**src/hdl/pcs_pkg.sv**
```systemverilog
package pcs_pkg;

  localparam int STACK_DEPTH = 16;
  localparam int LVL_W       = $clog2(STACK_DEPTH + 1);

  localparam logic [2:0] FN_IF     = 3'd0;
  localparam logic [2:0] FN_IFDEF  = 3'd1;
  localparam logic [2:0] FN_IFNDEF = 3'd2;
  localparam logic [2:0] FN_ELSE   = 3'd3;
  localparam logic [2:0] FN_ELIF   = 3'd4;
  localparam logic [2:0] FN_ENDIF  = 3'd5;

  localparam logic [1:0] ST_TRUE  = 2'd0;
  localparam logic [1:0] ST_FALSE = 2'd1;
  localparam logic [1:0] ST_NEVER = 2'd2;

  localparam logic [2:0] ERR_NONE        = 3'd0;
  localparam logic [2:0] ERR_REPEAT_ELSE = 3'd1;
  localparam logic [2:0] ERR_STRAY_ELIF  = 3'd2;
  localparam logic [2:0] ERR_STRAY_ELSE  = 3'd3;
  localparam logic [2:0] ERR_STRAY_ENDIF = 3'd4;
  localparam logic [2:0] ERR_OVERFLOW    = 3'd5;

  typedef struct packed {
    logic [2:0] func;
    logic       cond;
    logic       name_ok;
  } in_item_t;

  typedef struct packed {
    logic       active;
    logic [1:0] cur_state;
    logic [4:0] depth;
    logic [2:0] error;
    logic       bad_name;
  } out_item_t;

  // top of stack plus the saved entry directly below it
  typedef struct packed {
    logic [1:0]       cur_state;
    logic             cur_else;
    logic [LVL_W-1:0] level;
    logic [1:0]       below_state;
  } stk_view_t;

  typedef struct packed {
    logic       push;
    logic       pop;
    logic       wr_top;
    logic [1:0] st;
    logic       els;
  } stk_upd_t;

endpackage

```
**src/hdl/pcs_stack.sv**
```systemverilog
module pcs_stack (
  input  logic                clk,
  input  logic                rst_n,
  input  logic                en,
  input  pcs_pkg::stk_upd_t   upd,
  output pcs_pkg::stk_view_t  view
);

  logic [1:0]                cur_state_r, cur_state_nxt;
  logic                      cur_else_r, cur_else_nxt;
  logic [pcs_pkg::LVL_W-1:0] level_r, level_nxt;
  logic [1:0]                sv_state_r [pcs_pkg::STACK_DEPTH];
  logic                      sv_else_r  [pcs_pkg::STACK_DEPTH];

  always_comb begin
    cur_state_nxt = cur_state_r;
    cur_else_nxt  = cur_else_r;
    level_nxt     = level_r;
    if (en) begin
      if (upd.push) begin
        cur_state_nxt = upd.st;
        cur_else_nxt  = 1'b0;
        level_nxt     = level_r + pcs_pkg::LVL_W'(1);
      end else if (upd.pop) begin
        cur_state_nxt = sv_state_r[0];
        cur_else_nxt  = sv_else_r[0];
        level_nxt     = level_r - pcs_pkg::LVL_W'(1);
      end else if (upd.wr_top) begin
        cur_state_nxt = upd.st;
        cur_else_nxt  = upd.els;
      end
    end
  end

  always_ff @(posedge clk) begin
    if (!rst_n) begin
      cur_state_r <= pcs_pkg::ST_TRUE;
      cur_else_r  <= 1'b0;
      level_r     <= '0;
    end else begin
      cur_state_r <= cur_state_nxt;
      cur_else_r  <= cur_else_nxt;
      level_r     <= level_nxt;
    end
  end

  // saved levels shift down on push and up on pop
  always_ff @(posedge clk) begin
    if (en && upd.push) begin
      sv_state_r[0] <= cur_state_r;
      sv_else_r[0]  <= cur_else_r;
      for (int i = 1; i < pcs_pkg::STACK_DEPTH; i++) begin
        sv_state_r[i] <= sv_state_r[i-1];
        sv_else_r[i]  <= sv_else_r[i-1];
      end
    end else if (en && upd.pop) begin
      for (int i = 0; i < pcs_pkg::STACK_DEPTH - 1; i++) begin
        sv_state_r[i] <= sv_state_r[i+1];
        sv_else_r[i]  <= sv_else_r[i+1];
      end
    end
  end

  assign view.cur_state   = cur_state_r;
  assign view.cur_else    = cur_else_r;
  assign view.level       = level_r;
  assign view.below_state = sv_state_r[0];

endmodule

```
**src/hdl/pcs_step.sv**
```systemverilog
module pcs_step (
  input  pcs_pkg::in_item_t   item,
  input  pcs_pkg::stk_view_t  view,
  output pcs_pkg::stk_upd_t   upd,
  output pcs_pkg::out_item_t  res
);

  logic [1:0]                push_st;
  logic                      want;
  logic                      bad;
  logic                      full;
  logic [2:0]                err;
  logic [1:0]                new_state;
  logic [pcs_pkg::LVL_W-1:0] new_level;

  assign full = (view.level >= pcs_pkg::LVL_W'(pcs_pkg::STACK_DEPTH));
  assign want = (item.func == pcs_pkg::FN_IFDEF) ? item.cond : !item.cond;

  always_comb begin
    upd       = '0;
    err       = pcs_pkg::ERR_NONE;
    bad       = 1'b0;
    push_st   = pcs_pkg::ST_NEVER;
    new_state = view.cur_state;
    new_level = view.level;
    case (item.func)
      pcs_pkg::FN_IF, pcs_pkg::FN_IFDEF, pcs_pkg::FN_IFNDEF: begin
        if (view.cur_state == pcs_pkg::ST_TRUE) begin
          if (item.func == pcs_pkg::FN_IF) begin
            push_st = item.cond ? pcs_pkg::ST_TRUE : pcs_pkg::ST_FALSE;
          end else if (item.name_ok) begin
            push_st = want ? pcs_pkg::ST_TRUE : pcs_pkg::ST_FALSE;
          end else begin
            push_st = pcs_pkg::ST_FALSE;
            bad     = 1'b1;
          end
        end
        if (full) begin
          err = pcs_pkg::ERR_OVERFLOW;
        end else begin
          upd.push  = 1'b1;
          upd.st    = push_st;
          new_state = push_st;
          new_level = view.level + pcs_pkg::LVL_W'(1);
        end
      end
      pcs_pkg::FN_ELSE, pcs_pkg::FN_ELIF: begin
        if (view.level == '0) begin
          err = (item.func == pcs_pkg::FN_ELIF) ? pcs_pkg::ERR_STRAY_ELIF
                                                : pcs_pkg::ERR_STRAY_ELSE;
        end else if (view.cur_else) begin
          err = pcs_pkg::ERR_REPEAT_ELSE;
        end else begin
          if (view.cur_state == pcs_pkg::ST_TRUE) begin
            new_state = pcs_pkg::ST_NEVER;
          end else if (view.cur_state == pcs_pkg::ST_FALSE) begin
            if (item.func == pcs_pkg::FN_ELIF) begin
              new_state = item.cond ? pcs_pkg::ST_TRUE : pcs_pkg::ST_FALSE;
            end else begin
              new_state = pcs_pkg::ST_TRUE;
            end
          end
          upd.wr_top = 1'b1;
          upd.st     = new_state;
          upd.els    = (item.func == pcs_pkg::FN_ELSE);
        end
      end
      pcs_pkg::FN_ENDIF: begin
        if (view.level == '0) begin
          err = pcs_pkg::ERR_STRAY_ENDIF;
        end else begin
          upd.pop   = 1'b1;
          new_state = view.below_state;
          new_level = view.level - pcs_pkg::LVL_W'(1);
        end
      end
      default: begin
      end
    endcase
  end

  assign res.active    = (new_state == pcs_pkg::ST_TRUE);
  assign res.cur_state = new_state;
  assign res.depth     = 5'(new_level);
  assign res.error     = err;
  assign res.bad_name  = bad;

endmodule

```
**src/hdl/preprocessor_conditional_stack.sv**
```systemverilog
// channel | ports                               | payload
// input   | in_valid, in_ready, in_data         | pcs_pkg::in_item_t
// output  | out_valid, out_ready, out_data      | pcs_pkg::out_item_t
//
// one directive per cycle sustained while out_ready holds; each result passes
// through the input register, then the result register
// the stack update and result are formed combinationally from the top of stack
// synchronous active-low reset empties the stack to level zero, state true
// a stalled result holds in the result register while the input register
// still takes one more transaction
module preprocessor_conditional_stack (
  input  logic                clk,
  input  logic                rst_n,
  input  logic                in_valid,
  output logic                in_ready,
  input  pcs_pkg::in_item_t   in_data,
  output logic                out_valid,
  input  logic                out_ready,
  output pcs_pkg::out_item_t  out_data
);

  logic                s1_valid_r, s1_valid_nxt;
  pcs_pkg::in_item_t   s1_data_r;
  logic                out_valid_r, out_valid_nxt;
  pcs_pkg::out_item_t  out_data_r;
  logic                advance;
  logic                in_accept;
  pcs_pkg::stk_view_t  view;
  pcs_pkg::stk_upd_t   upd;
  pcs_pkg::out_item_t  res;

  assign advance   = s1_valid_r && (!out_valid_r || out_ready);
  assign in_ready  = !s1_valid_r || advance;
  assign in_accept = in_valid && in_ready;

  always_comb begin
    s1_valid_nxt = s1_valid_r;
    if (in_accept) begin
      s1_valid_nxt = 1'b1;
    end else if (advance) begin
      s1_valid_nxt = 1'b0;
    end
    out_valid_nxt = out_valid_r;
    if (advance) begin
      out_valid_nxt = 1'b1;
    end else if (out_ready) begin
      out_valid_nxt = 1'b0;
    end
  end

  always_ff @(posedge clk) begin
    if (!rst_n) begin
      s1_valid_r  <= 1'b0;
      out_valid_r <= 1'b0;
    end else begin
      s1_valid_r  <= s1_valid_nxt;
      out_valid_r <= out_valid_nxt;
    end
  end

  always_ff @(posedge clk) begin
    if (in_accept) begin
      s1_data_r <= in_data;
    end
    if (advance) begin
      out_data_r <= res;
    end
  end

  pcs_step u_step (
    .item (s1_data_r),
    .view (view),
    .upd  (upd),
    .res  (res)
  );

  pcs_stack u_stack (
    .clk   (clk),
    .rst_n (rst_n),
    .en    (advance),
    .upd   (upd),
    .view  (view)
  );

  assign out_valid = out_valid_r;
  assign out_data  = out_data_r;

endmodule

```
**config.mk**
```make
export PLATFORM = sky130hd
export DESIGN_NAME = preprocessor_conditional_stack
export DESIGN_NICKNAME = d
export VERILOG_FILES = /design/src/hdl/pcs_pkg.sv /design/src/hdl/pcs_stack.sv /design/src/hdl/pcs_step.sv /design/src/hdl/preprocessor_conditional_stack.sv
export SDC_FILE = /design/constraint.sdc
export NUM_CORES = 1
export LEC_CHECK = 0
export BUFFER_PORTS_ARGS = -buffer_cell sky130_fd_sc_hd__buf_2
export CORE_ASPECT_RATIO = 0.5
export CORE_MARGIN = 3
export CORE_UTILIZATION = 25
export DETAILED_ROUTE_END_ITERATION = 8
export MAX_ROUTING_LAYER = met4
export PLACE_DENSITY = 0.48
export SYNTH_ARGS = -nofsm -noshare
export SYNTH_HDL_FRONTEND = slang
export SYNTH_SLANG_ARGS = --single-unit
export TNS_END_PERCENT = 5
```
**constraint.sdc**
```tcl
create_clock -name clk -period 4.91 [get_ports clk]
set_input_delay 0.491 -clock clk [delete_from_list [all_inputs] [get_ports clk]]
set_output_delay 0.491 -clock clk [all_outputs]
set_load 0.01 [all_outputs]
```
## Word level (Yosys, flattened, before mapping)

Memories as Yosys holds them, arrays and structs flattened.
Index checks and enable logic that the tools add are counted.

- Bits in registers: 27
- RAM bits: 48
- Bits of input ports: 9
- Output and inout port bits: 14
- Memories: 2

Memory list:

| memory | words | width | read ports | clocked after memory_dff | wr ports | RTL line | source |
|---|---|---|---|---|---|---|---|
| u_stack.sv_state_r | 16 | 2 | 16 | 0 | 16 | pcs_stack.sv:12 | `logic [1:0] sv_state_r [pcs_pkg::STACK_DEPTH];` |
| u_stack.sv_else_r | 16 | 1 | 16 | 0 | 16 | pcs_stack.sv:13 | `logic sv_else_r [pcs_pkg::STACK_DEPTH];` |

- $add $sub $neg: 2
- Magnitude comparators: 1
- Eq/ne operators: 6
- Muxes and demuxes: 81
- Bitwise gates (word level): 32
- Reductions and logical operators: 22

Operators by type and width:

| cell | number |
|---|---|
| 2-bit two-way mux | 29 |
| 1-bit two-way mux | 39 |
| 1-bit OR | 30 |
| 5-bit two-way mux | 4 |
| 5-bit case mux with 2 select lines | 1 |
| 3-bit two-way mux | 3 |
| 3-bit case mux with 3 select lines | 1 |
| 4-bit two-way mux | 2 |
| 3-bit by 2-bit equality test with 1-bit output (second input constant) | 2 |
| 3-bit equality test (second input constant) | 2 |
| 2-bit case mux with 3 select lines | 1 |
| 2-bit nonzero test | 3 |
| 3-bit OR reduction | 2 |
| 5-bit by 1-bit adder with 5-bit output (second input constant) | 1 |
| 5-bit greater-or-equal comparator (second input constant) | 1 |
| 5-bit logical NOT | 1 |
| 5-bit by 1-bit subtractor with 5-bit output (second input constant) | 1 |
| 1-bit logical AND | 4 |
| 2-bit logical NOT | 2 |
| 2-bit case mux with 2 select lines | 1 |
| 2-bit AND reduction | 2 |
| 3-bit by 1-bit equality test with 1-bit output (second input constant) | 1 |
| 1-bit logical NOT | 3 |
| 3-bit logical NOT | 1 |
| 5 further kinds | 7 |

## Depth between registers and ports, before layout

Gate-level depths: netlist of run 1.

- Depth in word-level cells: 11
- Gate-level depth with buffers: 8
- Mapped depth without buffers: 7

## Cells and area by module

A second synthesis of run 1 with hierarchy kept.

- Cells, all modules: 273
- Area total of the unflattened synthesis: 3877.5 um^2

Modules (own cells, without submodules):

| module | instances | cells an instance | area each (um^2) | seq. area each (um^2) |
|---|---|---|---|---|
| pcs_stack | 1 | 156 | 2685.1 | 1601.5 |
| preprocessor_conditional_stack | 1 | 26 | 614.3 | 550.5 |
| pcs_step | 1 | 91 | 578.1 | 0.0 |

## Worst setup path after synthesis of run 1

Ideal clock, no wire load.

- Kind: register to register
- From: register u_stack.level_r[0] (netlist name)
- To: register u_stack.level_r[1] (netlist name)
- Setup time: 120 ps
- Data arrival time: 3687 ps
- Setup slack: 1103 ps
- Cell stages (with the launch flop): 9
- Period minus slack after synthesis: 3807 ps
- Cell sequence: dfxtp_1 > inv_1 > ha_1 > or4b_1 > clkbuf_1 > a21oi_4 > nor2_1 > mux2i_1 > nor2b_1

- Longest elaborated chain between the ends: 5
- Elaborated cells on any way between the ends: 12
- Classes of those cells: add/sub: 2; order compare: 1; mux: 6; reduce/logical: 3

Ends and longest elaborated chain:

| element | RTL line | source |
|---|---|---|
| start, declared | pcs_stack.sv:11 | `logic [pcs_pkg::LVL_W-1:0] level_r, level_nxt;` |
| start signal, assigned | pcs_stack.sv:43 | `level_r <= level_nxt;` |
| 5-bit greater-or-equal comparator or 5-bit logical NOT (tied branches) | pcs_step.sv:16, pcs_step.sv:69 |  |
| 1-bit two-way mux, on equally long branches | pcs_step.sv:38, pcs_step.sv:69 |  |
| 1-bit two-way mux | pcs_step.sv:26 | `case (item.func)` |
| 2-bit nonzero test (no source line) | - |  |
| 2-bit AND reduction (no source line) | - |  |

Parallel ways exist; a longest one is shown, timed or not. The select of a mux whose other input is x is not followed.
A chain may end at the register's enable or synchronous reset.

==> flow_summary.toml, run 1 <==
[worst_setup_path]
start_kind = "flip-flop"
crit_start = "u_stack.level_r[0]"
cp_max_fo = 31
path_depth = 6
crit_family = "simple AND/OR/NAND/NOR gates"
end_kind = "flip-flop"
r2r_end = "u_stack.sv_state_r[2][3]"
worstPathArrival_ps = 3110
path_buf_inv = 1
slowest_delay_ps = 800
r2r_start = "u_stack.level_r[0]"
r2r_slack_ps = 1880
reg2reg_depth = 6
cp_slowest_cell = "nand2_1"
required_ps = 4990
cp-endpoint = "u_stack.sv_state_r[2][3]"
crit_chain = "inv_1, ha_1, nor4b_4, nor2_1, nand2_1, mux2_1"
crit_type = "reg2reg"

[timing]
min_period_over_period_pct = 61.7
worst_pin_slew_ps = 1220
rsz0062_at_grt = "false"
setup_viol = 0
setup_tns_ps = 0
min_period_ps = 3030
hold_viol_final = 0
fmax_mhz = 330
slew_headroom_pct = 18.6
skew_ps = 7.03
slew_viol_final = 0

[final_layout]
drive_above_1_share_pct = 30.1
fin_nets = 292
area_growth_pct = 16.6
antenna-diode-count = 0
final_util_pct = 30.3

[die]
rows = 30
die-area_sq_um = 15800
dieWidth_um = 175
initial_core_util_pct = 26.0
die_h_um = 90.5
ios = 23
core_region_area_sq_um = 13700

[clock_network]
clk_latency_ps = 330
cts_buffer_depth = 2
post-cts-setup-buffer-count = 0
cts_root_buf = "clkbuf_16"
cts_resized = 0
cts_tree = "done"
clkSinkCount = 75
numCtsBuffers = 9
hold_buffers = 0
path_clk_slew_ps = 60
htreeDepth = 3

[yosys]
synth.cell_area_sq_um = 3570
yosys_warnings = 0
yosysMostFrequentCell = "edfxtp_1"
seq_area_frac_synth_pct = 60.3
synth_edf_count = 65
syn_inst = 261
synth_area_leaders = "edfxtp_1 (55%), mux2_2 (13%), dfxtp_1 (5.6%), mux2i_1 (1.7%), o21ai_0 (1.5%)"
synth_common_cells = "edfxtp_1 (65), mux2_2 (42), nand2_1 (14)"
synth-seq-cells = 75
netlist.area_leader.share_pct = 54.7
synth_top_area_cell = "edfxtp_1"
syn_area_per_cell_sq_um = 13.7
synthArstFlopShare_pct = 0
syn-num-nets = 272
ys_types = 52
synthFlopType = "edfxtp_1"

[grt]
antenna_found_initial = 0
grt_pass1_vias = 2093
grt_pass1_wl_mm = 10.7
grt_overflow = 0
grt_max_degree = 34
grt_usage_pct = 8.66

[flow_run]
drv_cap = 0

[placed_design]
dp_hpwl_mm = 4.32
io_buffers = 22
gp_congestion = 0.846

[route]
drt_iter0_markers = 126
drcViolationCount = 0
drt_pass1_iterations = 4
postRouteAntennaNets = 0
viasPerCell = 4.40
routed_wl_mm = 6.34
via_count = 2102
wire_per_inst_um = 13.3

[power]
powerDensity_nw_per_um2 = 371
finalPower_mw = 1.54
max-vdd-ir-drop_mv = 0.178
p_leak_nw = 1.45

[run_status]
status = "completed"

[worst_hold_path]
worstHoldPathType = "in2reg"
[cell type report]
| cell class | instances | area, sq um |
|---|---|---|
| Multi-Input combinational cell | 164 | 1310 |
| Inverter | 8 | 30.0 |
| Tap cell | 192 | 240 |
| Sequential cell | 75 | 2150 |
| Fill cell | 1401 | 9580 |
| Clock buffer | 11 | 233 |
| Timing Repair Buffer | 23 | 118 |
| Clock inverter | 5 | 77.6 |
[stage by stage]
stage | std cells | setup slack (ps) | instance area [sq um] | hold slack (ps)
floorplan | 261 | 1100 | 3570 | 420
global placement | 462 | 1810 | 3850 | 435
detailed placement | 462 | 1730 | 3850 | 439
CTS | 478 | 1860 | 4160 | 322
global route | 478 | 1540 | 4160 | 320
finish | 478 | 1880 | 4160 | 337
[how the worst min path moves through the flow]
| stage | from | end | slack, ps | depth (start not counted) |
|---|---|---|---|---|
| finish | in_data[4] | s1_data_r[4] | 340 | 1 |
| global route | in_data[3] | s1_data_r[3] | 320 | 1 |
| CTS | in_data[3] | s1_data_r[3] | 320 | 1 |
| detailed placement | u_stack.sv_state_r[3][5] | u_stack.sv_state_r[3][7] | 440 | 0 |
| global placement | u_stack.sv_else_r[14] | u_stack.sv_else_r[15] | 440 | 0 |
| floorplan | u_stack.sv_else_r[14] | u_stack.sv_else_r[15] | 420 | 0 |
[sequential cells by signal, summed over array words and instances (netlist names)]
| signal | cells |
|---|---|
| u_stack.cur_else_r | 1 |
| u_stack.sv_else_r | 16 |
| u_stack.level_r | 5 |
| out_data | 12 |
| u_stack.cur_state_r | 2 |
| s1_data_r | 5 |
| u_stack.sv_state_r | 32 |
| s1_valid_r | 1 |
| out_valid | 1 |
[power breakdown]
part	switching [mW]	internal (mW)
clock network	0.241	0.443
logic	0.0643	0.0516
registers	0.0217	0.721
[cell usage in the layout, fill, tap and decap left out, types with 3 or more instances in the layout]
cell type / Yosys / layout
mux2_2: 42 / 42
nand3_1: 4 / 4
xnor2_1: 4 / 4
nor2b_1: 5 / 5
edfxtp_1: 65 / 65
clkbuf_16: 0 / 9
nand2b_1: 4 / 4
o211ai_1: 3 / 3
buf_2: 6 / 22
nand2_1: 14 / 14
mux2_1: 3 / 3
a21oi_1: 10 / 10
and2_1: 3 / 3
nor3_1: 4 / 4
o21ai_0: 11 / 11
dfxtp_1: 10 / 10
inv_1: 8 / 8
mux2i_1: 6 / 6
nor2_1: 11 / 10
[cell families after synthesis]
family	after synthesis	share of synthesized area, %
AOI/OAI and AO/OA	46	9.12
xor gates and xnor gates	5	1.23
adders and majority gates	2	0.701
buffers and inverters	22	3.16
DFF	75	60.3
muxes	51	15.9
and+or+nand+nor	60	9.61
[routing by layer]
metal	global-route usage, %	share of wire, %	up-vias
li1	-	-	1037
met1	10.4	47	1016
met2	12.9	46	33
met3	2.98	3.7	16
met4	4.58	2.6	0
met5	-	0	-
Power figures use the tool's default switching activity.
==> run 2, diff against run 1 <==
Settings changed: PLACE_DENSITY 0.48 to 0.49.
Clock period 4.91 ns to 2.7 ns, I/O delays scaled along.
==> run 2 against run 1 <==
Effect of this change: clock power rose by 75%; cell count rose by 1.3%; clock skew shrank 0.64 ps.
==> flow_summary.toml, run 2 (synthesis results as in run 1) <==
[final_layout]
area_growth_pct = 18.1
largest_reg_flops = 32
drive_above_1_share_pct = 31.8
regArea_sq_um = 2150
multi_input_comb_area_sq_um = 1310
largest-register = "u_stack.sv_state_r"
antenna-diode-count = 0
layout_commonest_cell = "edfxtp_1"
final_util_pct = 30.7
layout_common_cells = "edfxtp_1 (65), mux2_2 (42), buf_2 (22), nand2_1 (14), o21ai_0 (11)"
fillerInstances = 1375
fin_nets = 298
stdcell_count = 484

[power]
p_leak_nw = 1.49
finalPower_mw = 2.76
powerDensity_nw_per_um2 = 656
max-vdd-ir-drop_mv = 0.268

[route]
postRouteAntennaNets = 0
drt_iter0_markers = 203
viasPerCell = 4.37
drt_pass1_iterations = 4
routed_wl_mm = 6.20
drcViolationCount = 0
wire_per_inst_um = 12.8
via_count = 2116

[timing]
fmax_mhz = 418
slew_viol_final = 0
slew_headroom_pct = 62.2
skew_ps = 6.40
min_period_ps = 2390
min_period_over_period_pct = 88.6
worst_pin_slew_ps = 567
setup_tns_ps = 0
rsz0062_at_grt = "false"
hold_viol_final = 0
setup_viol = 0

[die]
rows = 30
core_region_area_sq_um = 13700
dieWidth_um = 175
ios = 23
die_h_um = 90.5
initial_core_util_pct = 26.0
die-area_sq_um = 15800

[grt]
use_met1_pct = 11.0
antenna_found_initial = 0
grt_max_degree = 47
grt_usage_pct = 8.54
grt_pass1_vias = 2076
grt_overflow = 0
grtUsageMet2_pct = 12.5
grt_most_used_layer = "met2"
grt_pass1_wl_mm = 10.6
grt_util_met3_pct = 2.69

[clock_network]
cts_buffer_depth = 2
numCtsBuffers = 9
cts_tree = "done"
cts_root_buf = "clkbuf_16"
clkSinkCount = 75
cts_resized = 0
clk_latency_ps = 330
hold_buffers = 0
post-cts-setup-buffer-count = 0
htreeDepth = 3
path_clk_slew_ps = 60

[flow_run]
drv_cap = 0

[worst_setup_path]
worstPathArrival_ps = 2600
cp_max_fo = 46
required_ps = 2900
start_kind = "flip-flop"
crit_type = "reg2reg"
end_kind = "flip-flop"

[placed_design]
io_buffers = 22
dp_hpwl_mm = 4.32
dp_cells = 468
gp_congestion = 0.826

[worst_hold_path]
worstHoldPathType = "in2reg"

[run_status]
status = "completed"
## run 2: cell types whose count changed in the layout (fill, tap and decap cells not counted), sizes merged
| cell | change |
|---|---|
| buf | +6 |
| inv | +1 |
| clkinv | +1 |
| clkinvlp | -1 |
| bufinv | -1 |
## run 2: worst max-delay path, stage by stage (launching register included)
cell and delay, ps:
dfxtp_1 380, inv_1 120, ha_1 260, or4b_1 630, a21oi_4 290, nor2_4 70, buf_4 310, nand2_1 130
o21ai_0 70
## run 2: path summary, 6_finish.rpt
path / start / end / slack, ps / depth (start not counted)
hold reg to reg: u_stack.sv_state_r[3][4] / u_stack.sv_state_r[3][6] / 460 / 0
hold / removal: in_data[1] / s1_data_r[1] / 120 / 1
setup reg to reg: u_stack.level_r[0] / u_stack.level_r[4] / 310 / 8
setup / recovery: u_stack.level_r[0] / u_stack.level_r[4] / 310 / 8
## run 2: routing by layer
| layer | vias to the layer above | part of all wire (%) |
|---|---|---|
| li1 | 1046 | - |
| met1 | 1017 | 48 |
| met2 | 43 | 45 |
| met3 | 10 | 4.3 |
| met4 | 0 | 1.9 |
| met5 | - | 0 |
## run 2: through the flow
stage                     hold WS (ps)  worst slack, ps  cell area (sq um)
after floorplan                    369              264               3580
after global placement             436              393               3910
after detailed placement           437              323               3910
after CTS                         98.6              317               4210
after global routing              99.6              181               4210
final                              119              307               4210
## run 2: where the power goes
group	leakage, nW	switching (mW)	internal (mW)	total (mW)
sequential	0.684	0.0312	1.31	1.34
clock	0.150	0.450	0.745	1.20
combinational	0.651	0.128	0.0998	0.228
## run 2: cell type report
type                       instances  area share, %
clock inverter                     5           1.46
clock buffer                      11           5.76
inverter                           8          0.713
multi-input combinational        164           31.1
sequential                        75           51.1
tap                              192           5.70
timing repair buffer              29           4.16
